$ cat src/sv/jebp_pkg.sv
// Shared types and constants for the JPEG entropy bit packer.
`default_nettype none

package jebp_pkg;

    // Default sizing, handed to the top-level parameters
    localparam int NUM_TABLES_DEF  = 4;
    localparam int QUEUE_DEPTH_DEF = 4;

    // Code memory geometry: a 2-bit select reaches at most four tables
    localparam int TABLE_ENTRIES = 256;
    localparam int MAX_TABLES    = 4;
    localparam int ENTRY_W       = 16;

    // Bit string of one symbol: up to 16 code bits plus 12 amplitude bits
    localparam int JOB_BITS  = 28;
    localparam int NBITS_W   = 5;
    localparam int BYTE_BITS = 8;

    // Back-end accumulator: up to 7 pending bits plus one full job
    localparam int ACC_BITS  = JOB_BITS + BYTE_BITS - 1;
    localparam int ACC_CNT_W = 6;

    // Long AC codes get four leading ones ORed in at the top of the code
    localparam logic [15:0] LONG_CODE_ONES = 16'h0f00;
    localparam logic [3:0]  LONG_FIELD_MIN = 4'd11;

    // A byte of all ones is followed by a stuffed zero byte
    localparam logic [7:0] STUFF_TRIGGER = 8'hff;
    localparam logic [7:0] STUFF_BYTE    = 8'h00;

    typedef enum logic [1:0] {
        OP_DC    = 2'd0,
        OP_AC    = 2'd1,
        OP_RAW   = 2'd2,
        OP_WRITE = 2'd3
    } t_op;

    // One queued job: left-aligned bit string, or a raw byte in the top bits
    typedef struct packed {
        logic                raw;
        logic [JOB_BITS-1:0] bits;
        logic [NBITS_W-1:0]  nbits;
    } t_job;

endpackage

`default_nettype wire

$ cat src/sv/jebp_back.sv
// Back end: packs job bits into bytes, stuffs zeros after 0xFF, aligns for raw bytes.
`default_nettype none

module jebp_back
    import jebp_pkg::*;
(
    input  wire logic       i_clk,
    input  wire logic       i_rst_n,
    input  wire logic       i_nonempty,
    input  wire t_job       i_job,
    output logic            o_pop,
    output logic            o_valid,
    input  wire logic       i_ready,
    output logic      [7:0] o_out_byte,
    output logic            o_last
);

    // Bit accumulator, MSB first, zero beyond the count
    logic [ACC_BITS-1:0]  r_acc,  n_acc;
    logic [ACC_CNT_W-1:0] r_cnt,  n_cnt;
    logic                 r_stuff, n_stuff;
    logic                 r_stuff_last, n_stuff_last;
    logic                 r_pad,  n_pad;
    logic                 r_rawp, n_rawp;
    logic [7:0]           r_rawb, n_rawb;

    // Output register
    logic       r_ovalid;
    logic [7:0] r_obyte;
    logic       r_olast;

    logic                 out_free;
    logic                 need;
    logic                 do_emit;
    logic [7:0]           emit_byte;
    logic                 emit_last;
    logic                 rem_small;
    logic [ACC_BITS-1:0]  post_acc;
    logic [ACC_CNT_W-1:0] post_cnt;
    logic                 post_stuff;
    logic                 post_stuff_last;
    logic                 post_pad;
    logic                 post_rawp;
    logic                 post_idle;

    // One emit step, then take the next job once nothing is left to send
    always_comb begin
        out_free = !r_ovalid || i_ready;
        need     = r_stuff || r_pad || r_rawp || (r_cnt >= ACC_CNT_W'(BYTE_BITS));
        do_emit  = need && out_free;

        post_acc        = r_acc;
        post_cnt        = r_cnt;
        post_stuff      = r_stuff;
        post_stuff_last = r_stuff_last;
        post_pad        = r_pad;
        post_rawp       = r_rawp;
        emit_byte       = STUFF_BYTE;
        emit_last       = 1'b0;
        rem_small       = 1'b0;

        if (do_emit) begin
            if (r_stuff) begin
                emit_byte  = STUFF_BYTE;
                emit_last  = r_stuff_last;
                post_stuff = 1'b0;
            end else if (r_pad) begin
                // partial byte, zero padded, unstuffed
                emit_byte = r_acc[ACC_BITS-1 -: BYTE_BITS];
                post_acc  = '0;
                post_cnt  = '0;
                post_pad  = 1'b0;
            end else if (r_rawp) begin
                emit_byte = r_rawb;
                emit_last = 1'b1;
                post_rawp = 1'b0;
            end else begin
                emit_byte = r_acc[ACC_BITS-1 -: BYTE_BITS];
                post_acc  = r_acc << BYTE_BITS;
                post_cnt  = r_cnt - ACC_CNT_W'(BYTE_BITS);
                rem_small = post_cnt < ACC_CNT_W'(BYTE_BITS);
                if (emit_byte == STUFF_TRIGGER) begin
                    post_stuff      = 1'b1;
                    post_stuff_last = rem_small;
                end else begin
                    emit_last = rem_small;
                end
            end
        end

        post_idle = !(post_stuff || post_pad || post_rawp ||
                      (post_cnt >= ACC_CNT_W'(BYTE_BITS)));
        o_pop     = post_idle && i_nonempty;

        n_acc        = post_acc;
        n_cnt        = post_cnt;
        n_stuff      = post_stuff;
        n_stuff_last = post_stuff_last;
        n_pad        = post_pad;
        n_rawp       = post_rawp;
        n_rawb       = r_rawb;

        if (o_pop) begin
            if (i_job.raw) begin
                n_pad  = post_cnt != '0;
                n_rawp = 1'b1;
                n_rawb = i_job.bits[JOB_BITS-1 -: BYTE_BITS];
            end else begin
                n_acc = post_acc | ({i_job.bits, {(BYTE_BITS - 1){1'b0}}} >> post_cnt[2:0]);
                n_cnt = post_cnt + ACC_CNT_W'(i_job.nbits);
            end
        end
    end

    // Packer state
    always_ff @(posedge i_clk) begin
        if (!i_rst_n) begin
            r_acc        <= '0;
            r_cnt        <= '0;
            r_stuff      <= 1'b0;
            r_stuff_last <= 1'b0;
            r_pad        <= 1'b0;
            r_rawp       <= 1'b0;
        end else begin
            r_acc        <= n_acc;
            r_cnt        <= n_cnt;
            r_stuff      <= n_stuff;
            r_stuff_last <= n_stuff_last;
            r_pad        <= n_pad;
            r_rawp       <= n_rawp;
        end
    end

    always_ff @(posedge i_clk) begin
        r_rawb <= n_rawb;
    end

    // Output register valid
    always_ff @(posedge i_clk) begin
        if (!i_rst_n) begin
            r_ovalid <= 1'b0;
        end else if (do_emit) begin
            r_ovalid <= 1'b1;
        end else if (i_ready) begin
            r_ovalid <= 1'b0;
        end
    end

    // Output register payload
    always_ff @(posedge i_clk) begin
        if (do_emit) begin
            r_obyte <= emit_byte;
            r_olast <= emit_last;
        end
    end

    assign o_valid    = r_ovalid;
    assign o_out_byte = r_obyte;
    assign o_last     = r_olast;

`ifndef SYNTHESIS
    // A pending stuffed zero always sits behind a 0xFF still in the output register
    assert property (@(posedge i_clk) disable iff (!i_rst_n)
        r_stuff |-> (r_ovalid && (r_obyte == STUFF_TRIGGER)))
        else $error("stuff pending without 0xFF in output register");

    // Raw alignment starts only from a partial byte with no stuffing owed
    assert property (@(posedge i_clk) disable iff (!i_rst_n)
        (r_pad || r_rawp) |-> ((r_cnt < ACC_CNT_W'(BYTE_BITS)) && !r_stuff))
        else $error("raw byte pending with full bytes or stuffing owed");
`endif

endmodule

`default_nettype wire

$ cat config.mk
export PLATFORM = sky130hd
export DESIGN_NAME = jebp_back
export DESIGN_NICKNAME = d
export VERILOG_FILES = /design/src/sv/jebp_pkg.sv /design/src/sv/jebp_back.sv
export SDC_FILE = /design/constraint.sdc
export NUM_CORES = 1
export LEC_CHECK = 0
export BUFFER_PORTS_ARGS = -buffer_cell sky130_fd_sc_hd__clkbuf_2
export CORE_ASPECT_RATIO = 1.75
export CORE_UTILIZATION = 55
export CTS_BUF_LIST = sky130_fd_sc_hd__clkbuf_8 sky130_fd_sc_hd__clkbuf_16
export DETAILED_ROUTE_END_ITERATION = 10
export PLACE_DENSITY_LB_ADDON = 0.25
export SLEW_MARGIN = 20
export SYNTH_ARGS = -nofsm -noshare
export SYNTH_HDL_FRONTEND = slang
export SYNTH_SLANG_ARGS = --single-unit
$ cat constraint.sdc
create_clock -name i_clk -period 2.93 [get_ports i_clk]
set_input_delay 0.1465 -clock i_clk [delete_from_list [all_inputs] [get_ports i_clk]]
set_output_delay 0.1465 -clock i_clk [all_outputs]
set_load 0.03 [all_outputs]
# Yosys cells after proc, flatten, opt, wreduce, memory -nomap -nowiden
# Cells that the tools add are included.
dict set report totals {
  word_cells 70
  output_inout_bits 11
  reg_bits 63
  in_bits 38
}
dict set report op_classes {
  reduce_logical 15
  magnitude_cmp 3
  shifts 1
  mux 34
  n_addsub 2
  n_eq_ne 1
  bitwise 4
}
# operator n
set op_table {}
lappend op_table {{$mux 35} 6}
lappend op_table {{$mux 6} 6}
lappend op_table {{$or 35x35->35} 1}
lappend op_table {{$shr 35x3->35} 1}
lappend op_table {{$mux 1} 20}
lappend op_table {{$mux 8} 2}
lappend op_table {{$ge 6x4->1 const B} 2}
lappend op_table {{$eq 8x8->1 const B} 1}
lappend op_table {{$logic_or 1x1->1} 7}
lappend op_table {{$add 6x5->6} 1}
lappend op_table {{$lt 6x4->1 const B} 1}
lappend op_table {{$reduce_bool 6->1} 1}
lappend op_table {{$sub 6x4->6 const B} 1}
lappend op_table {{$reduce_and 5->1} 1}
lappend op_table {{$not 1->1} 3}
lappend op_table {{$logic_and 1x1->1} 2}
lappend op_table {{$logic_not 1->1} 2}
lappend op_table {{$reduce_and 2->1} 1}
lappend op_table {{$reduce_bool 2->1} 1}

# Logic depth before layout (Yosys ltp)
dict set report depth {
  depth_word 12
  depth_mapped 14
  mapped_depth_nobuf 11
}

# Worst setup path after synthesis
# Ideal clock, no wire load.
dict set report synth_path {
  kind {flip-flop to flip-flop}
  startpoint {register r_cnt[4]}
  endpoint {register r_rawb[0], enable pin}
  path_stages_with_launch 8
  arrival_time_ps 2836
  period_less_slack_ps 3172
  required_time_ps 2594
  slack_ps -242
  path_cell_list {dfxtp_1 -> inv_1 -> ha_1 -> nor4b_2 -> nor4_4 -> o31ai_2 -> nor4_1 -> and2_1}
}
dict set report synth_via {
  elab_chain_len 10
  elab_cells_between_ends 18
}
# item line
set synth_lines {}
lappend synth_lines {{from (decl)} jebp_back.sv:20} ;# logic [ACC_CNT_W-1:0] r_cnt, n_cnt;
lappend synth_lines {{from (signal assigned)} jebp_back.sv:126} ;# r_cnt <= n_cnt;
lappend synth_lines {{$sub 6x4->6 or $ge 6x4->1 (tied branches)} {jebp_back.sv:80, jebp_back.sv:49}}
lappend synth_lines {{$mux 6 or $logic_or 1x1->1 (tied branches)} {jebp_back.sv:73, jebp_back.sv:49}}
lappend synth_lines {{$mux 6 or $logic_and 1x1->1 (tied branches)} {jebp_back.sv:67, jebp_back.sv:50}}
lappend synth_lines {{$mux 6 or $mux 1 (tied branches)} {jebp_back.sv:63, jebp_back.sv:62}}
lappend synth_lines {{$mux 6 or $logic_or 1x1->1 (tied branches)} {jebp_back.sv:62, jebp_back.sv:91}}
lappend synth_lines {{$ge 6x4->1 or $logic_or 1x1->1 (tied branches)} {jebp_back.sv:92, jebp_back.sv:91}}
lappend synth_lines {{$logic_or 1x1->1 *} jebp_back.sv:91} ;# post_idle = !(post_stuff || post_pad || post_rawp ||
lappend synth_lines {{$logic_not 1->1 *} jebp_back.sv:91}
lappend synth_lines {{$logic_and 1x1->1 *} jebp_back.sv:93} ;# o_pop = post_idle && i_nonempty;
lappend synth_lines {{net o_pop} jebp_back.sv:11} ;# output logic o_pop,
lappend synth_lines {{$reduce_and 2->1 (no source line) *} -}
lappend synth_lines {{to (signal assigned)} jebp_back.sv:135} ;# r_rawb <= n_rawb;
lappend synth_lines {{to (decl)} jebp_back.sv:25} ;# logic [7:0] r_rawb, n_rawb;
# The timed path passes the listed nets; every way through them passes the cells marked *.
# A chain may end at the register's enable or synchronous reset.

# Final worst setup path
dict set report layout_path {
  startpoint {register r_stuff}
  endpoint {register r_acc[25]}
}
dict set report layout_via {
  elab_chain_len 11
  elab_cells_between_ends 24
}
# item line
set layout_lines {}
lappend layout_lines {{from (decl)} jebp_back.sv:21} ;# logic r_stuff, n_stuff;
lappend layout_lines {{from (signal assigned)} jebp_back.sv:127} ;# r_stuff <= n_stuff;
lappend layout_lines {{parallel branches: the longest is 10 deep, another holds $ge 6x4->1} -}
lappend layout_lines {{$mux 35 *} jebp_back.sv:103} ;# if (o_pop) begin
lappend layout_lines {{to (signal assigned)} jebp_back.sv:125} ;# r_acc <= n_acc;
lappend layout_lines {{to (decl)} jebp_back.sv:19} ;# logic [ACC_BITS-1:0] r_acc, n_acc;
# Every way passes the cells marked *.

==> run summary <==
The flow ran to the end, and the final reports show no timing, DRC or antenna violations. The region available for standard cell placement spans 7620 µm². On the final layout, the worst hold slack is 0.0619 ns. For this run, the number of standard cells in the final layout without fillers is 647. The number of antenna diodes in the final layout is 0.

The analysis attributes to net switching a power of 2.08 mW. The number of buffers added for setup after CTS is 0, and the number of pins with negative max-slew slack in the final report is 0. The mapped netlist covers 4380 µm².

Clock skew: 0.00656 ns. After synthesis, the most frequently instantiated cells are dfxtp_1 (46), nand2_1 (46), o21ai_0 (41). The number of nets handed over by synthesis was 574. Entering global routing, the biggest net connects 49 pins.

By area, the combinational part of the netlist is dominated by compound AO/OA/AOI/OAI gates. The pre-CTS setup slack was 0.264 ns. For the maximum number of buffers from clock root to sink, the log shows 2.

The proportion of synthesized area in mux cells was 0.0517. The die is 120 µm tall. In the routed layout, each cell is associated on average with a via count of 6.84. TritonCTS built the clock tree.

Summed over all instances, the cell type with the most area after synthesis is dfxtp_1. The area growth from synthesis to final layout came out at 13.3%. The run gives 0.400 mV as the worst voltage drop across the vdd grid. The mean routed wirelength per cell was 19.6 µm; the share of post-route cells with drive strength above 1 was 0.182. After detailed routing, the number of remaining DRC violations is 0. The logs give 0 for the number of hold buffers added after cts and 356 for the number of DRC violations after detailed-routing iteration 0. The share of the cycle needed by the critical path after routing was 0.911.

For this run, the leading register cell type out of synthesis is dfxtp_1. The congestion estimate from routability-driven global placement came to 0.902. Traced cell by cell, the critical path runs through nand2b_1, buf_4, nor2_1, nor2_1, a221oi_1, a22o_1. The parity-gate share of the synthesized area counting xor and xnor cells was 0.00599. Once placement completed, the tool counted placed cells totaling 631. The logs give 8.95 mm for the HPWL after detailed placement and 375 MHz for the maximum clock frequency.

The number of hold violations in the final report is 0. The post-synthesis adder-cell area fraction works out to 0.0246. Starting density of the core: 0.575. At the later pin of the worst-skew pair, clock insertion delay measures 0.33 ns. Synthesis inferred 63 register bits. Cell count after synthesis: 528. The logs give 0.228 for the portion of total power attributed to the clock network and 42 for the number of standard-cell rows in the floorplan.

The worst relative slew slack is 0.324, and the critical-path maximum fanout is 24. The critical path is of the register to register type. For this design the ratio of total power to cell area is 958 nW/µm².

The run gives 0 as the total overflow reported by the global router. The first-pass GRT wire length was 20.9 mm. The die width is 69.5 µm, and the shortest clock period the worst path allows after layout is 2.67 ns. 49 I/O pins were placed. The H-tree generated during clock tree synthesis spans 3 levels. The compound-cell area share of the yosys netlist works out to 0.339. The total wire length was 12.7 mm. The simple-gate portion of the synthesized area was 0.188.

In this run the clock root is driven by a clkbuf_16. The logs give 0 for the number of antenna violations at the first check in global routing and 0 for the remaining antenna violation count after routing. The number of clock buffers added by TritonCTS is 9. The share of flip-flops with an asynchronous set or reset works out to 0. For the combinational fraction of design power, the log shows 0.489. For the number of setup violations in the final report, the log shows 0.

Leakage power of the design: 1.87 nW. For the number of inserted filler cells in the final layout, the log shows 647. The number of gates given a new drive strength after cts was 0; the number of sinks driven by the clock tree was 63. Setup repair after global routing left no endpoint under its margin.

The worst setup path is captured at a register. Transition time at the pin with the least slew margin: 1.01 ns. The logs give 0.327 for the post-synthesis sequential area ratio and 5 for the iteration count of the initial detailed-routing pass.

The worst setup path is launched from a register. The clock slew at the register clock pins of the worst setup and hold paths works out to 0.06 ns. The internal power of the cells totals 2.68 mW. The number of flops mapped to enable cells by yosys was 17. After the last flow step, the layout net total stands at 600. The average instance in the mapped netlist occupies 8.30 µm².

For the count of max-cap constraint violations, the log shows 0. The number of warnings reported in the yosys synthesis log is 0, and the via count of the first global-routing pass is 4404. The path class of the tightest hold or removal check is input pin to register. The final sum of negative setup slack is 0 ns, and the full die area is 8340 µm². The data arrival time of the worst path was 2.89 ns. Across all setup checks in the final design, the least slack found is 0.261 ns. The routed layout has 4427 vias. The run gives 3.15 ns as the required time of the critical path. The area share of the largest cell type after synthesis was 0.210. By instance count, the cell type seen most on the critical path is nor2_1.

The slowest stage of the critical path belongs to the cell nor2_1. The delay of the slowest critical-path stage is 0.79 ns. The switching power as a share of total power was 0.436. The run gives 0.283 as the fraction of power consumed by sequential logic. Sorting the synthesized cells by area gives the leading types as dfxtp_1 (21%), edfxtp_1 (12%), a22o_1 (7.2%), o21ai_0 (4.7%), nand2_1 (3.9%). The count of buffers added on input and output ports is 48. The number of different library cells used by synthesis comes to 64. For the overall routing resource usage, the log shows 0.318.
-- cell usage in the layout, fill, tap and decap left out, types with 4 or more instances in the layout --
cell	synthesis	final
a211oi_1	5	5
a21boi_0	6	6
a21boi_1	4	4
a21oi_1	34	34
a221oi_1	14	14
a222oi_1	4	4
a22o_1	36	36
a22oi_1	7	7
buf_4	2	17
clkbuf_16	0	9
clkbuf_2	0	48
dfxtp_1	46	45
edfxtp_1	17	17
ha_1	7	7
inv_1	15	15
mux2_2	5	5
mux2i_1	17	17
nand2_1	46	46
nand2b_1	4	4
nand3_1	9	9
nand4_1	6	6
nor2_1	40	40
nor2b_1	20	19
nor3_1	4	4
nor3b_1	10	10
o2111ai_1	5	5
o211ai_1	8	8
o21ai_0	41	41
o221ai_1	12	12
o22ai_1	6	6
or2_2	4	4
or3_1	5	5
-- registers in the layout, indices dropped and copies added, names as in the netlist, 6 cells and up --
signal and cells:
r_acc 35, o_out_byte 8, r_rawb 8, r_cnt 6
-- critical path: cells and delay by family, from the launching register on --
kind | cells | cell delay [ns]
flops | 1 | 0.59
simple gates | 3 | 1.15
buf+inv | 1 | 0.27
compound gates | 2 | 0.54
-- kinds of logic after synthesis --
| kind of cell | Yosys count |
|---|---|
| AOI/OAI and AO/OA | 206 |
| and+or+nand+nor | 160 |
| buffers and inverters | 66 |
| DFF | 63 |
| muxes | 22 |
| adders and majority gates | 8 |
| xor gates and xnor gates | 3 |
-- cell type report --
cell class / count / area, µm² / area share
sequential: 63 / 1430 / 0.288
multi-input combinational: 399 / 2690 / 0.542
tap: 88 / 110 / 0.0222
inverter: 16 / 60.1 / 0.0121
clock inverter: 7 / 80.1 / 0.0161
timing repair buffer: 65 / 368 / 0.0741
clock buffer: 9 / 225 / 0.0453
-- metal layers --
layer	global-route usage	share of wire
met5	0	0
met4	0.224	0.064
met3	0.0554	0.073
met2	0.559	0.50
met1	0.338	0.36
-- worst paths after layout --
path | startpoint | endpoint | slack [ns] | depth (start not counted)
max reg2reg | r_stuff$_SDFF_PN0_ | r_acc[25]$_SDFF_PN0_ | 0.26 | 6
min | i_job[29] | r_rawb[4]$_DFFE_PP_ | 0.06 | 1
min reg2reg | r_acc[5]$_SDFF_PN0_ | r_acc[5]$_SDFF_PN0_ | 0.50 | 2
max | r_stuff$_SDFF_PN0_ | r_acc[25]$_SDFF_PN0_ | 0.26 | 6
-- stage by stage --
stage,util,cell area [µm²],total power [mW]
after floorplan,-,4390,3.04
after global placement,0.612,4660,3.59
after detailed placement,0.612,4660,3.64
after CTS,0.652,4970,4.73
after global routing,0.652,4970,5.02
final,0.652,4970,4.76
-- power groups by stage --
stage | registers [mW] | logic [mW] | clock network (mW)
4_1_cts | 1.34 | 2.30 | 1.09
3_3_place_gp | 1.35 | 2.24 | 0
5_1_grt | 1.36 | 2.53 | 1.12
2_1_floorplan | 1.43 | 1.61 | 0
3_5_place_dp | 1.35 | 2.28 | 0
6_report | 1.35 | 2.33 | 1.09
Power figures use the tool's default switching activity.
