[src/sv/jebp_pkg.sv]
// Shared types and constants for the JPEG entropy bit packer.
`default_nettype none

package jebp_pkg;

    // Default sizing, handed to the top-level parameters
    localparam int NUM_TABLES_DEF  = 4;
    localparam int QUEUE_DEPTH_DEF = 4;

    // Code memory geometry: a 2-bit select reaches at most four tables
    localparam int TABLE_ENTRIES = 256;
    localparam int MAX_TABLES    = 4;
    localparam int ENTRY_W       = 16;

    // Bit string of one symbol: up to 16 code bits plus 12 amplitude bits
    localparam int JOB_BITS  = 28;
    localparam int NBITS_W   = 5;
    localparam int BYTE_BITS = 8;

    // Back-end accumulator: up to 7 pending bits plus one full job
    localparam int ACC_BITS  = JOB_BITS + BYTE_BITS - 1;
    localparam int ACC_CNT_W = 6;

    // Long AC codes get four leading ones ORed in at the top of the code
    localparam logic [15:0] LONG_CODE_ONES = 16'h0f00;
    localparam logic [3:0]  LONG_FIELD_MIN = 4'd11;

    // A byte of all ones is followed by a stuffed zero byte
    localparam logic [7:0] STUFF_TRIGGER = 8'hff;
    localparam logic [7:0] STUFF_BYTE    = 8'h00;

    typedef enum logic [1:0] {
        OP_DC    = 2'd0,
        OP_AC    = 2'd1,
        OP_RAW   = 2'd2,
        OP_WRITE = 2'd3
    } t_op;

    // One queued job: left-aligned bit string, or a raw byte in the top bits
    typedef struct packed {
        logic                raw;
        logic [JOB_BITS-1:0] bits;
        logic [NBITS_W-1:0]  nbits;
    } t_job;

endpackage

`default_nettype wire

[src/sv/jebp_queue.sv]
// Short job queue between the front end and the byte packer.
`default_nettype none

module jebp_queue
    import jebp_pkg::*;
#(
    parameter int DEPTH = QUEUE_DEPTH_DEF
) (
    input  wire logic i_clk,
    input  wire logic i_rst_n,
    input  wire logic i_push,
    input  wire t_job i_job,
    output logic      o_ready,
    input  wire logic i_pop,
    output t_job      o_job,
    output logic      o_nonempty
);

    localparam int PTR_W  = $clog2(DEPTH);
    localparam int CNT_BW = $clog2(DEPTH + 1);

    t_job              r_mem [DEPTH];
    logic [PTR_W-1:0]  r_wr;
    logic [PTR_W-1:0]  r_rd;
    logic [CNT_BW-1:0] r_count;

    function automatic logic [PTR_W-1:0] ptr_inc(input logic [PTR_W-1:0] p);
        return (p == PTR_W'(DEPTH - 1)) ? '0 : p + PTR_W'(1);
    endfunction

    // Pointers and fill count
    always_ff @(posedge i_clk) begin
        if (!i_rst_n) begin
            r_wr    <= '0;
            r_rd    <= '0;
            r_count <= '0;
        end else begin
            if (i_push) begin
                r_wr <= ptr_inc(r_wr);
            end
            if (i_pop) begin
                r_rd <= ptr_inc(r_rd);
            end
            if (i_push && !i_pop) begin
                r_count <= r_count + CNT_BW'(1);
            end else if (i_pop && !i_push) begin
                r_count <= r_count - CNT_BW'(1);
            end
        end
    end

    // Storage
    always_ff @(posedge i_clk) begin
        if (i_push) begin
            r_mem[r_wr] <= i_job;
        end
    end

    assign o_job      = r_mem[r_rd];
    assign o_ready    = r_count != CNT_BW'(DEPTH);
    assign o_nonempty = r_count != '0;

`ifndef SYNTHESIS
    assert property (@(posedge i_clk) disable iff (!i_rst_n)
        !(i_push && (r_count == CNT_BW'(DEPTH))))
        else $error("push into a full queue");

    assert property (@(posedge i_clk) disable iff (!i_rst_n)
        !(i_pop && (r_count == '0)))
        else $error("pop from an empty queue");
`endif

endmodule

`default_nettype wire

[config.mk]
export PLATFORM = sky130hd
export DESIGN_NAME = jebp_queue
export DESIGN_NICKNAME = d
export VERILOG_FILES = /design/src/sv/jebp_pkg.sv /design/src/sv/jebp_queue.sv
export SDC_FILE = /design/constraint.sdc
export NUM_CORES = 1
export LEC_CHECK = 0
export ABC_AREA = 0
export BUFFER_PORTS_ARGS = -buffer_cell sky130_fd_sc_hd__buf_2
export CAP_MARGIN = 20
export CORE_ASPECT_RATIO = 0.7
export CORE_UTILIZATION = 55
export CTS_BUF_LIST = sky130_fd_sc_hd__clkbuf_2 sky130_fd_sc_hd__clkbuf_4 sky130_fd_sc_hd__clkbuf_8
export DETAILED_ROUTE_END_ITERATION = 8
export PLACE_DENSITY = 0.77
export SLEW_MARGIN = 40
export SYNTH_ARGS = -nofsm -noshare
export SYNTH_HDL_FRONTEND = slang
export SYNTH_SLANG_ARGS = --single-unit
export TNS_END_PERCENT = 20
[constraint.sdc]
create_clock -name i_clk -period 2.25 [get_ports i_clk]
set_input_delay 0.1125 -clock i_clk [delete_from_list [all_inputs] [get_ports i_clk]]
set_output_delay 0.1125 -clock i_clk [all_outputs]
set_load 0.01 [all_outputs]
# Word level (Yosys, flattened, before mapping)

Memories as Yosys holds them, arrays and structs flattened. A register that Yosys moved wholly into a read port is not among the register bits.
Cells that the tools add are included.

Bits in writable memories: 136
Bits of input ports: 38
Flip-flop bits (word level): 7
Latch bits: 0
Output and inout bits: 36
Logic and storage cells: 25
Bits in read-only memories: 0
Memories: 1

Div/mod/pow operators: 0
Reductions and logical operators: 6
Bitwise operators: 0
Eq/ne operators: 3
Multiplexer cells: 8
Shift operators: 0
$mul: 0
Order comparisons: 0
Add/sub/neg operators: 4

Memories:

| name  | words | bits a word | read ports | clocked after Yosys merged registers in | write ports | RTL line         | source |
|---|---|---|---|---|---|---|---|
| r_mem | 4     | 34          | 1          | 1                                       | 1           | jebp_queue.sv:22 | `t_job r_mem [DEPTH];` |

Operators with widths:

| kind                | number |
|---|---|
| $mux 2              | 4 |
| $mux 3              | 2 |
| $add 2x1->2 const B | 2 |
| $eq 2x2->1 const B  | 2 |
| $add 3x1->3 const B | 1 |
| $ne 3x3->1 const B  | 1 |
| $reduce_bool 3->1   | 1 |
| $sub 3x1->3 const B | 1 |
| $logic_and 1x1->1   | 2 |
| $logic_not 1->1     | 2 |
| $mux 1              | 2 |
| $reduce_bool 2->1   | 1 |

# Longest topological paths before layout

Gate-level depths: netlist of run 1.

Depth in word-level cells: 4
Mapped depth: 7

# Worst setup path before layout of run 1

No wires, ideal clock.

Path kind: register to register
From: register r_wr[0]
To: memory r_mem[3][0] (netlist name), enable pin
Setup slack: 0.471 ns
Data required time: 1.856 ns
Path buffers: 0
Arrival time: 1.385 ns
Cell stages (with the launch flop): 3
Clock period less this slack: 1.779 ns
Cells stage by stage: dfxtp_1 > ha_1 > and2_1

RTL lines:

| what                     | RTL line         | source |
|---|---|---|
| start: declaration       | jebp_queue.sv:23 | `logic [PTR_W-1:0] r_wr;` |
| start signal: assignment | jebp_queue.sv:39 | `r_wr <= ptr_inc(r_wr);` |
| end: declaration         | jebp_queue.sv:22 |  |

Straight into the memory's write port.

==> results summary, run 1 <==
In this run, synthesis produced a sequential element count of 145. The number of inserted diodes is 0. In this run the biggest area consumer among cell types represents 75.43% of the synthesized area. The share of synthesized flip-flops with an asynchronous set or reset is 0%. The total congestion overflow after global routing is 0.

The number of endpoints with negative hold slack in the final report came out at 0. The die covers 0.01025 mm². The first TritonRoute pass finished after 4 iterations. The final number of max-transition violations came out at 0.

After synthesis, flip-flops and latches occupy 78.76% of the total area. The average detailed-routed wire length per instance came out at 18.47 µm. The number of buffers created by CTS came out at 17. In this run the vertical extent of the chip is 85.01 µm. The via count normalized by instance count is 5.335. The count of distinct cell types in the synthesized netlist came out at 23. The critical path is of the flop to output pin type. The actual transition at the worst max-transition pin came out at 0.3541 ns. Clock tree synthesis selected as its root buffer the cell clkbuf_8. Post-CTS timing repair inserted 0 buffers for setup. The number of inserted filler cells in the final layout came out at 575. The kind of start point of the critical path is a flop.

The pre-CTS worst setup slack is 0.5159 ns. The die is 120.6 µm wide. The leakage component of the power came out at 2.376 nW. The most used flip-flop cell after synthesis is edfxtp_1. The flow ran to the end, and the final reports show no timing, DRC or antenna violations. The final weighted congestion in routability-driven placement came out at 0.6466. In this run, the number of DRC markers left after iteration 0 of detailed routing was 132.

The cell area after synthesis came out at 0.005414 mm². The total power of the final layout is 0.005957 W. Derived from the worst setup path, the maximum achievable clock frequency is 529.1 MHz.

The worst setup path is captured at an output pin. In this run the tightest slew margin relative to its limit is 76.39%. The slack of the worst reg-to-reg path came out at 0.72 ns. The total I/O pin count came out at 74. The number of enable-type register cells in the synthesized netlist is 136.

The pin count of the biggest net entering global routing is 35. The signed area change from the synthesized netlist to the final layout is 25.21%. Port buffering added 73 buffers.

The via count came out at 2593. The clock period minus worst slack is 1.890 ns. The number of buffers inserted by hold repair at cts came out at 35. The synthesized area per cell came out at 24.28 µm². The placed wire-length estimate came out at 5.297 mm. The total of endpoints with negative setup slack in the final report came out at 0. The wire length of the first global-routing pass came out at 14.37 mm. Ranked by total cell area, the synthesized netlist is headed by edfxtp_1 75%, mux4_2 12%, dfxtp_1 3.3%.

Of all nets on the critical path, the largest fanout is 12. Synthesis produced a netlist with a net count of 268. Synthesis handed over a netlist of 223 instances. The residual antenna-violating net count after detailed routing is 0. The remaining routing DRC violations came out at 0. In the final layout, the share of cells above drive strength 1 is 40.61%.

The power per unit of standard cell area came out at 878.7 mW/mm². The critical path required time is 2.14 ns. The number of resized instances in the post-cts repair step is 0. Clock tree synthesis found a total of 145 sinks. The number of global-route vias before repair is 2874. TritonCTS built the clock tree. The site row count came out at 29. The later pin in the worst-skew pair is clocked with a latency of 0.43 ns. Global routing consumed, over all layers together, 20.02% of the routing resources.

The longest clock path from root to sink contains 2 buffers. Across the run, the number of max-cap violations was 0. The cell type with the highest aggregate area in the netlist is edfxtp_1.

For the worst setup path, the data arrival time is 1.78 ns. The clock edge transition at the registers on the reported setup and hold paths is 0.07 ns. The worst-case clock skew came out at 0.006604 ns. The initial antenna violation count came out at 0. The total negative slack for setup checks came out at 0 ns. For this run, the post-layout net count is 394. The H-tree level count came out at 4. The min-delay analysis places its worst path in the category primary input to flop. VDD sags by at most 0.6282 mV. Setup repair after global routing left no endpoint under its margin. The final critical path takes up 83.99% of the cycle. The total number of yosys warnings came out at 0. The core outline area came out at 0.009289 mm². The worst setup margin is 0.3601 ns. The final wirelength came out at 8.976 mm. The initial core utilization came out at 58.28%.
## final timing paths
| kind | depth (start not counted) | end | start |
|---|---|---|---|
| hold / removal | 3 | r_wr[0] | i_push |
| hold reg to reg | 2 | r_count[2] | r_count[2] |
| setup reg to reg | 4 | r_count[2] | r_count[0] |
| setup / recovery | 3 | o_job[14] | flop |
## cells in the mapped netlist, types with 2 or more instances
| master | instances |
|---|---|
| edfxtp_1 | 136 |
| mux4_2 | 30 |
| dfxtp_1 | 9 |
| ha_1 | 6 |
| and2_1 | 5 |
| nor2b_1 | 5 |
| inv_1 | 4 |
| mux2i_1 | 4 |
| mux4_1 | 4 |
| buf_12 | 3 |
| buf_2 | 3 |
| nor2_1 | 2 |
| or3_1 | 2 |
## placed cells by master, fill, tap and decap left out, drive strengths merged, types with 4 or more instances in the layout
cell	Yosys	routed
and2	5	5
buf	7	80
bufinv	0	5
clkbuf	1	17
clkinv	0	7
dfxtp	9	9
dlygate4sd3	0	35
edfxtp	136	136
ha	6	6
inv	4	5
mux2i	4	4
mux4	34	34
nor2b	5	5
## cell families after synthesis
kind of cell,synth area share [%]
XOR/XNOR,0.3236
buffers and inverters,1.941
AND/OR/NAND/NOR,1.687
flip-flops,78.76
multiplexers,15.16
adder cells (fa/ha/maj),1.756
AO/OA/AOI/OAI,0.3698
## through the flow
stage | std cells | hold slack [ns] | utilization (%) | area [µm²]
after floorplan | 223 | 0.2114 | - | 5414
after global placement | 419 | 0.3247 | 64.37 | 5979
after detailed placement | 419 | 0.3276 | 64.37 | 5979
after CTS | 486 | 0.02420 | 72.98 | 6779
after global routing | 486 | 0.06071 | 72.98 | 6779
final | 486 | 0.05730 | 72.98 | 6779
## routing by layer
metal	routed length, µm	up-vias	share of wire (%)	global-route usage, %
li1	-	1188	-	-
met1	3864	1315	43	24.63
met2	4511	81	50	33.07
met3	502	9	5.6	5.780
met4	98	0	1.1	9.764
met5	0	-	0	0
## area by class of cell
class | instances | area (µm²) | area share (%)
multi-input cells | 66 | 1050 | 15.49
repair buffers | 115 | 843.3 | 12.44
clock buffers | 17 | 234.0 | 3.451
flip-flops and latches | 145 | 4267 | 62.94
well taps | 124 | 155.1 | 2.289
inverters | 4 | 15.01 | 0.2215
clock inverters | 15 | 215.2 | 3.175
## state kept, by name (all words and copies together), names as in the netlist, named ones only
register and cells:
r_mem 136, r_wr 2, r_count 3, r_rd 2
## power breakdown
group | switching [W] | internal, W
Clock | 0.000937 | 0.00131
Combinational | 0.000280 | 0.000299
Sequential | 0.0000456 | 0.00308
Total | 0.00126 | 0.00469
## worst max-delay path: stages, from the launching register on
cell and delay [ns]:
dfxtp_2 0.35, buf_4 0.26, mux4_1 0.57, buf_2 0.16
No activity file was read; power rests on OpenSTA's default activity.
==> run 2, diff against run 1 <==
ABC_AREA = 1   (was 0)
CORE_UTILIZATION = 54   (was 55)
PLACE_DENSITY = 0.78   (was 0.77)
clock period = 1.6 ns   (was 2.25 ns; I/O delays follow)
==> results summary, run 2 <==
Leading post-synthesis cells by instance count: 136 x edfxtp_1, 67 x o21ai_0, 53 x nor2_1 (was 136 x edfxtp_1, 30 x mux4_2, 9 x dfxtp_1). The register bit count reported by yosys is 145 (unchanged). The number of buffers created by CTS is 17 (unchanged). The initial core utilization came to 57.17% (was 58.28%). The via count normalized by instance count came out at 5.517 (was 5.335). The final number of max-transition violations came out at 0 (unchanged). The multi-input gate area in the final layout came to 0.001354 mm² (was 0.001050 mm²). The power per unit of standard cell area came to 1144 mW/mm² (was 878.7 mW/mm²). The number of inserted diodes is 0 (unchanged). The number of inserted filler cells in the final layout is 573 (was 575). The flip-flop count of the largest register, all copies and words added is 136 (unchanged). The data arrival at the endpoint of the critical path is 1.62 ns (was 1.78 ns).

The H-tree level count is 4 (unchanged). The number of global-route vias before repair is 3700 (was 2874). The synthesized area per cell came out at 14.67 µm² (was 24.28 µm²). The share of the synthesized area in the top cell type came to 71.55% (was 75.43%). The number of nets in the finished design came out at 575 (was 394).

Setup repair after global routing missed its margin: true (was false). The number of endpoints with negative hold slack in the final report came to 0 (unchanged). The count of routing violations after the opening detailed-route iteration is 298 (was 132). The library cell with the highest instance count after synthesis was edfxtp_1 (unchanged). The worst-case clock skew was 0.01434 ns (was 0.006604 ns).

The count of distinct cell types in the synthesized netlist was 23 (unchanged). The largest vdd supply drop is 0.9198 mV (was 0.6282 mV). The remaining routing DRC violations came out at 11 (was 0). The total number of yosys warnings is 0 (unchanged).

For this run, the top clock speed supported by timing is 587.0 MHz. The cell area after synthesis came out at 0.005708 mm² (was 0.005414 mm²). The wire length of the first global-routing pass is 19.56 mm (was 14.37 mm). The placed cell area is 0.006291 mm² (was 0.005979 mm²). The via count is 3702 (was 2593). The post-synthesis sequential area ratio is 74.70% (was 78.76%).

The clock edge transition at the registers on the reported setup and hold paths came out at 0.07 ns (about the same). Biggest registers after layout: r_mem (136), r_count (3) (unchanged). The largest buffer count on any clock path came to 2 (unchanged). The placed wire-length estimate is 6.770 mm (was 5.297 mm). The final weighted congestion in routability-driven placement came out at 0.7987 (was 0.6466).

The average detailed-routed wire length per instance came out at 19.93 µm (was 18.47 µm). The number of maximum-capacitance constraint violations was 0 (unchanged). The share of synthesized flip-flops with an asynchronous set or reset came to 0% (unchanged). The clock period minus worst slack is 1.704 ns.

The residual antenna-violating net count after detailed routing is 0 (unchanged). The capturing element type of the critical path is an output pin (unchanged). The post-synth net total is 434 (was 268). The full die area is 0.01099 mm² (was 0.01025 mm²). The port buffer count came to 73 (unchanged). The headroom to the max-slew limit came out at 82.57% (was 76.39%). The worst flop-to-flop path startpoint was r_wr[0] (was r_count[0]). The most common library cell in the layout ignoring fill and taps is edfxtp_1 (unchanged). The total congestion overflow after global routing is 0 (unchanged). The dominant synthesized flop cell is edfxtp_1 (unchanged).

The total of endpoints with negative setup slack in the final report is 25 (was 0). The final wirelength was 13.37 mm (was 8.976 mm). The worst setup margin is -0.1037 ns (was 0.3601 ns). The register area is 0.004269 mm² (was 0.004267 mm²). The critical path required time came to 1.52 ns (was 2.14 ns). The core outline area came to 0.009985 mm² (was 0.009289 mm²). The type of the tightest min-delay check is primary input to flop (unchanged). The first-pass iteration count of the detailed router came out at 7 (was 4). The leakage component of the power is 2.806 nW (was 2.376 nW).

The actual transition at the worst max-transition pin is 0.2588 ns (was 0.3541 ns). Most used cells in the layout excluding fill and tap cells: 136 x edfxtp_1, 73 x buf_2, 45 x nor2_1 (was 136 x edfxtp_1, 73 x buf_2, 35 x dlygate4sd3_1). The critical-path maximum fanout is 6 (was 12).

The final cycle utilization of the critical path came out at 106.5%. The synthesized instance count came out at 389 (was 223). The category of the most critical setup path is flop to output pin (unchanged). Ranking of synthesized cells by area: edfxtp_1 72%, o21ai_0 5.9%, o22ai_2 4.4% (was edfxtp_1 75%, mux4_2 12%, dfxtp_1 3.3%). The kind of start point of the critical path is a flop (unchanged). The pre-CTS worst setup slack came to 0.2427 ns (was 0.5159 ns). The number of enable-type register cells in the synthesized netlist was 136 (unchanged). The largest register by flop count is r_mem (unchanged). The overall track demand over capacity in global routing is 24.74% (was 20.02%).

The chip width came out at 124.9 µm (was 120.6 µm). The cell type with the highest aggregate area in the netlist is edfxtp_1 (unchanged). The checks that failed: DRC, setup timing. Status: finished, violations left (was finished, final reports clean).

The initial antenna violation count was 0 (unchanged). The fraction of layout cells with a size suffix above 1 is 41.07% (was 40.61%). The master cell of the clock root buffer is clkbuf_8 (unchanged). The clock network latency to the later pin of the worst-skew pair was 0.44 ns (was 0.43 ns). The signed area change from the synthesized netlist to the final layout is 33.58% (was 25.21%).

The hold path startpoint is i_pop (was i_push). The site row count is 30 (was 29). The clock net sink count is 145 (unchanged).

The total I/O pin count is 74 (unchanged). The final instance area came to 0.007625 mm² (was 0.006779 mm²). The pin count of the biggest net entering global routing is 35 (unchanged).

The die outline height was 88.02 µm (was 85.01 µm). The clock tree from TritonCTS is built (unchanged).
==> run 2: cell count changes in the layout (fill, tap and decap cells not counted), moves of 7 or more <==
| cell | previous run | this run |
|---|---|---|
| nand2_1 | 1 | 8 |
| buf_4 | 1 | 9 |
| inv_1 | 4 | 12 |
| mux4_2 | 30 | 0 |
| o21ai_0 | 1 | 19 |
| o21ai_1 | 0 | 27 |
| o21ai_2 | 0 | 24 |
| o22ai_2 | 0 | 22 |
| o22ai_1 | 0 | 12 |
| nor2_1 | 2 | 45 |
| nor2_2 | 0 | 27 |
==> run 2: routing by layer <==
metal	global-route usage (%)	wire length (µm)	share of wire (%)
met1	30.63	5801	43
met2	43.05	6569	49
met3	6.964	833	6.2
met4	8.093	168	1.3
met5	0	0	0
==> run 2: cell type report <==
cell class | instances | share of cell area, %
clock buffers | 21 | 3.627
flip-flops and latches | 145 | 55.99
well taps | 128 | 2.100
repair inverters | 2 | 0.2626
clock inverters | 11 | 2.018
repair buffers | 141 | 16.97
inverters | 18 | 1.280
multi-input cells | 205 | 17.76
==> run 2: through the flow <==
stage	hold slack (ns)	total power [W]	cells	setup TNS (ns)	util, %
after global placement	0.2971	0.005361	585	0	63.01
after global routing	0.04767	0.009025	671	-3.450	76.37
final	0.03496	0.008724	671	-0.9402	76.37
after CTS	0.005016	0.008589	665	-0.9275	73.52
after floorplan	0.1789	0.005009	389	-3.589	-
after detailed placement	0.2960	0.005398	585	0	63.01
==> run 2: worst paths after layout <==
kind                  endpoint  slack (ns)  depth (start not counted)
setup / recovery     o_job[26]       -0.10                          5
hold / removal            flop        0.03                          3
setup reg to reg  r_mem[3][20]        0.20                          4
hold reg to reg     r_count[1]        0.53                          2
==> run 2: cells by family after synthesis <==
| group | synth area share (%) |
|---|---|
| flops | 74.70 |
| buf+inv | 4.209 |
| compound gates | 12.67 |
| fa+ha+maj | 1.666 |
| simple gates | 6.751 |
==> run 2: timing repair <==
item	CTS	global route
resized for setup	53	55
gates cloned	5	6
hold buffers	36	0
pin swaps	8	2
endpoints found under the hold margin	145	0
endpoints found under the setup margin	34	34
setup buffers	7	0
==> run 2: power by group <==
| group | leakage [nW] | internal (W) | switching, W |
|---|---|---|---|
| logic | 1.27 | 0.000576 | 0.000714 |
| registers | 1.32 | 0.00432 | 0.0000638 |
| clock network | 0.214 | 0.00168 | 0.00137 |
| total | 2.81 | 0.00657 | 0.00215 |
==> run 2: worst max-delay path, stage by stage, from the launching register on <==
cell and delay (ns):
dfxtp_4 0.39, buf_12 0.14, clkbuf_16 0.16, o21ai_0 0.11
o22ai_1 0.20, buf_2 0.19
==> run 3, diff against run 2 <==
CORE_MARGIN = 2   (was unset)
clock period = 1.4 ns   (was 1.6 ns; I/O delays follow)
==> results summary, run 3 (synthesis results as in run 2) <==
The wire length of the first global-routing pass was 19.32 mm (was 19.56 mm). Critical Path, Cell by Cell: buf_4, clkbuf_16, o21ai_0, o22ai_2, buf_2 (was buf_12, clkbuf_16, o21ai_0, o22ai_1, buf_2). The clock network fraction of design power came out at 33.4% (was 35.0%). The signed area change from the synthesized netlist to the final layout came out at 35.42% (was 33.58%). The most common library cell in the layout ignoring fill and taps is edfxtp_1 (unchanged). The slack of the worst reg-to-reg path is 0.07 ns (was 0.20 ns). The register area is 0.004272 mm² (was 0.004269 mm²).

The count of routing violations after the opening detailed-route iteration is 289 (was 298). The via count normalized by instance count is 5.509 (was 5.517). The number of inserted diodes came out at 0 (unchanged). The master of the slowest instance on the critical path was dfxtp_4 (unchanged).

The die outline height is 90.02 µm (was 88.02 µm). The flip-flop count of the largest register, all copies and words added is 136 (unchanged). Violations in the final reports: setup timing (was DRC, setup timing). The critical-path maximum fanout came to 4 (was 6). The site row count is 31 (was 30). The number of endpoints with negative hold slack in the final report is 0 (unchanged). The cell depth of the worst min-delay path is 5 (was 3). The kind of start point of the critical path is a flop (unchanged). The internal portion of total power was 0.007368 W (was 0.006572 W).

The total negative slack for setup checks is -8.884 ns (was -0.9402 ns). The final instance area came to 0.007730 mm² (was 0.007625 mm²). The total instance count after detailed placement came out at 592 (was 585). The multi-input gate area in the final layout came out at 0.001395 mm² (was 0.001354 mm²). The switching power as a share of total power was 25.01% (was 24.67%). The combinational cell fraction of total power is 15.5% (was 14.8%). The residual antenna-violating net count after detailed routing is 0 (unchanged). The placed wire-length estimate came out at 6.876 mm (was 6.770 mm).

The critical path required time came out at 1.33 ns (was 1.52 ns). The type of the tightest min-delay check is primary input to flop (unchanged). The final core utilization is 74.92% (was 76.37%). Most used cells in the layout excluding fill and tap cells: 136 x edfxtp_1, 73 x buf_2, 35 x o21ai_1, 35 x dlygate4sd3_1, 34 x nor2_1 (was 136 x edfxtp_1, 73 x buf_2, 45 x nor2_1).

The data arrival at the endpoint of the critical path is 1.69 ns (was 1.62 ns). The fraction of layout cells with a size suffix above 1 is 43.98% (was 41.07%). The total congestion overflow after global routing came out at 0 (unchanged). The final weighted congestion in routability-driven placement is 0.7560 (was 0.7987). The headroom to the max-slew limit came to 80.20% (was 82.57%). The average detailed-routed wire length per instance came out at 20.40 µm (was 19.93 µm). The number of inserted filler cells in the final layout was 617 (was 573). The worst path uses 126.1% of the clock period. The total of endpoints with negative setup slack in the final report is 34 (was 25). The largest register by flop count is r_mem (unchanged).

The number of maximum-capacitance constraint violations is 0 (unchanged). The clock tree from TritonCTS is built (unchanged). The logic depth of the worst register-to-register path was 5 (was 4). The achievable frequency is 566.6 MHz.

The worst setup margin came out at -0.3649 ns (was -0.1037 ns). The number of global-route vias before repair is 3718 (was 3700). The full die area came out at 0.01142 mm² (was 0.01099 mm²). The endpoint of the most critical register-to-register path is r_mem[2][19] (was r_mem[3][20]). The worst stage delay on the critical path was 0.37 ns (was 0.39 ns). The first-pass iteration count of the detailed router is 5 (was 7). The clock period minus worst slack is 1.765 ns. The port buffer count was 73 (unchanged). The H-tree level count is 4 (unchanged). The leakage component of the power came out at 2.790 nW (was 2.806 nW).

The largest buffer count on any clock path came out at 2 (unchanged). The number of buffers created by CTS is 17 (unchanged). The power per unit of standard cell area came out at 1271 mW/mm² (was 1144 mW/mm²).

Status: finished, violations left (unchanged). The clock edge transition at the registers on the reported setup and hold paths was 0.08 ns (was 0.07 ns). Setup repair after global routing missed its margin: true (unchanged).

The clock net sink count was 145 (unchanged). The worst flop-to-flop path startpoint was r_wr[0] (unchanged). The category of the most critical setup path is flop to output pin (unchanged). The master cell of the clock root buffer was clkbuf_8 (unchanged).

The placed cell area was 0.006385 mm² (was 0.006291 mm²). The remaining routing DRC violations was 0 (was 11). The overall track demand over capacity in global routing is 22.72% (was 24.74%). The number of nets in the finished design came out at 580 (was 575). The pin count of the biggest net entering global routing is 23 (was 35). The total I/O pin count came out at 74 (unchanged). The initial core utilization is 55.32% (was 57.17%). The power share of the sequential group came out at 51.1% (was 50.3%). The final wirelength came to 13.88 mm (was 13.37 mm). The core outline area is 0.01032 mm² (was 0.009985 mm²). The clock network latency to the later pin of the worst-skew pair is 0.45 ns (was 0.44 ns). The switching power is 0.002457 W (was 0.002152 W).

The capturing element type of the critical path is an output pin (unchanged). The chip width was 126.9 µm (was 124.9 µm). The via count is 3746 (was 3702). The initial antenna violation count came to 0 (unchanged). The final number of max-transition violations is 0 (unchanged). The largest vdd supply drop is 0.9141 mV (was 0.9198 mV). The worst-case clock skew came out at 0.01155 ns (was 0.01434 ns). The actual transition at the worst max-transition pin is 0.2939 ns (was 0.2588 ns).

The hold path startpoint is i_pop (unchanged). The final non-filler cell total came to 680 (was 671). Biggest registers after layout: r_mem (136), r_count (3) (unchanged).
==> run 3: area by class of cell <==
type / instances / area share, %
Timing Repair inverter: 2 / 0.3237
Sequential cell: 145 / 55.26
Clock inverter: 15 / 2.153
Timing Repair Buffer: 146 / 17.82
Tap cell: 132 / 2.137
Inverter: 18 / 1.230
Clock buffer: 17 / 3.027
Multi-Input combinational cell: 205 / 18.05
==> run 3: timing repair <==
item	CTS	global route
endpoints found under the setup margin	34	36
hold buffers	36	0
hold endpoints to repair	145	0
buffers inserted	2	6
gates resized for setup	44	72
cloned	3	10
pin swaps	1	14
==> run 3: metal layers <==
metal	up-vias	share of wire [%]	global-route usage, %
met5	-	0	0
met4	0	1.9	5.403
met3	23	8.9	7.143
met2	160	48	38.04
met1	1823	41	29.29
li1	1740	-	-
==> run 3: metrics by stage <==
stage / setup slack (ns) / total power (W) / hold WS (ns)
4_1_cts: -0.2957 / 0.009611 / 0.04865
3_3_place_gp: 0.1218 / 0.006154 / 0.2808
3_5_place_dp: 0.06964 / 0.006203 / 0.2872
2_1_floorplan: -0.07302 / 0.005735 / 0.1689
5_1_grt: -0.3715 / 0.01015 / 0.04416
6_report: -0.3649 / 0.009825 / 0.02165
==> run 3: power groups by stage <==
| stage | logic (W) | clock network (W) | registers [W] |
|---|---|---|---|
| after floorplan | 0.000654 | 0 | 0.00508 |
| after global placement | 0.00107 | 0 | 0.00509 |
| after detailed placement | 0.00111 | 0 | 0.00509 |
| after CTS | 0.00130 | 0.00330 | 0.00501 |
| after global routing | 0.00163 | 0.00348 | 0.00503 |
| final | 0.00153 | 0.00328 | 0.00502 |
==> run 3: how the worst max path moves through the flow <==
stage,from,end,cells after the start
after floorplan,r_wr[0],r_mem[0][0],4
after global placement,i_pop,r_count[2],11
after detailed placement,i_pop,r_count[2],10
after CTS,flop,o_job[31],5
after global routing,flop,o_job[24],5
final,flop,o_job[24],5
==> run 3: critical path, delay by kind of cell, from the launching register on <==
family                 cells  cell delay, ns
DFF                        1            0.37
buffers and inverters      3            0.47
AOI/OAI and AO/OA          2            0.40
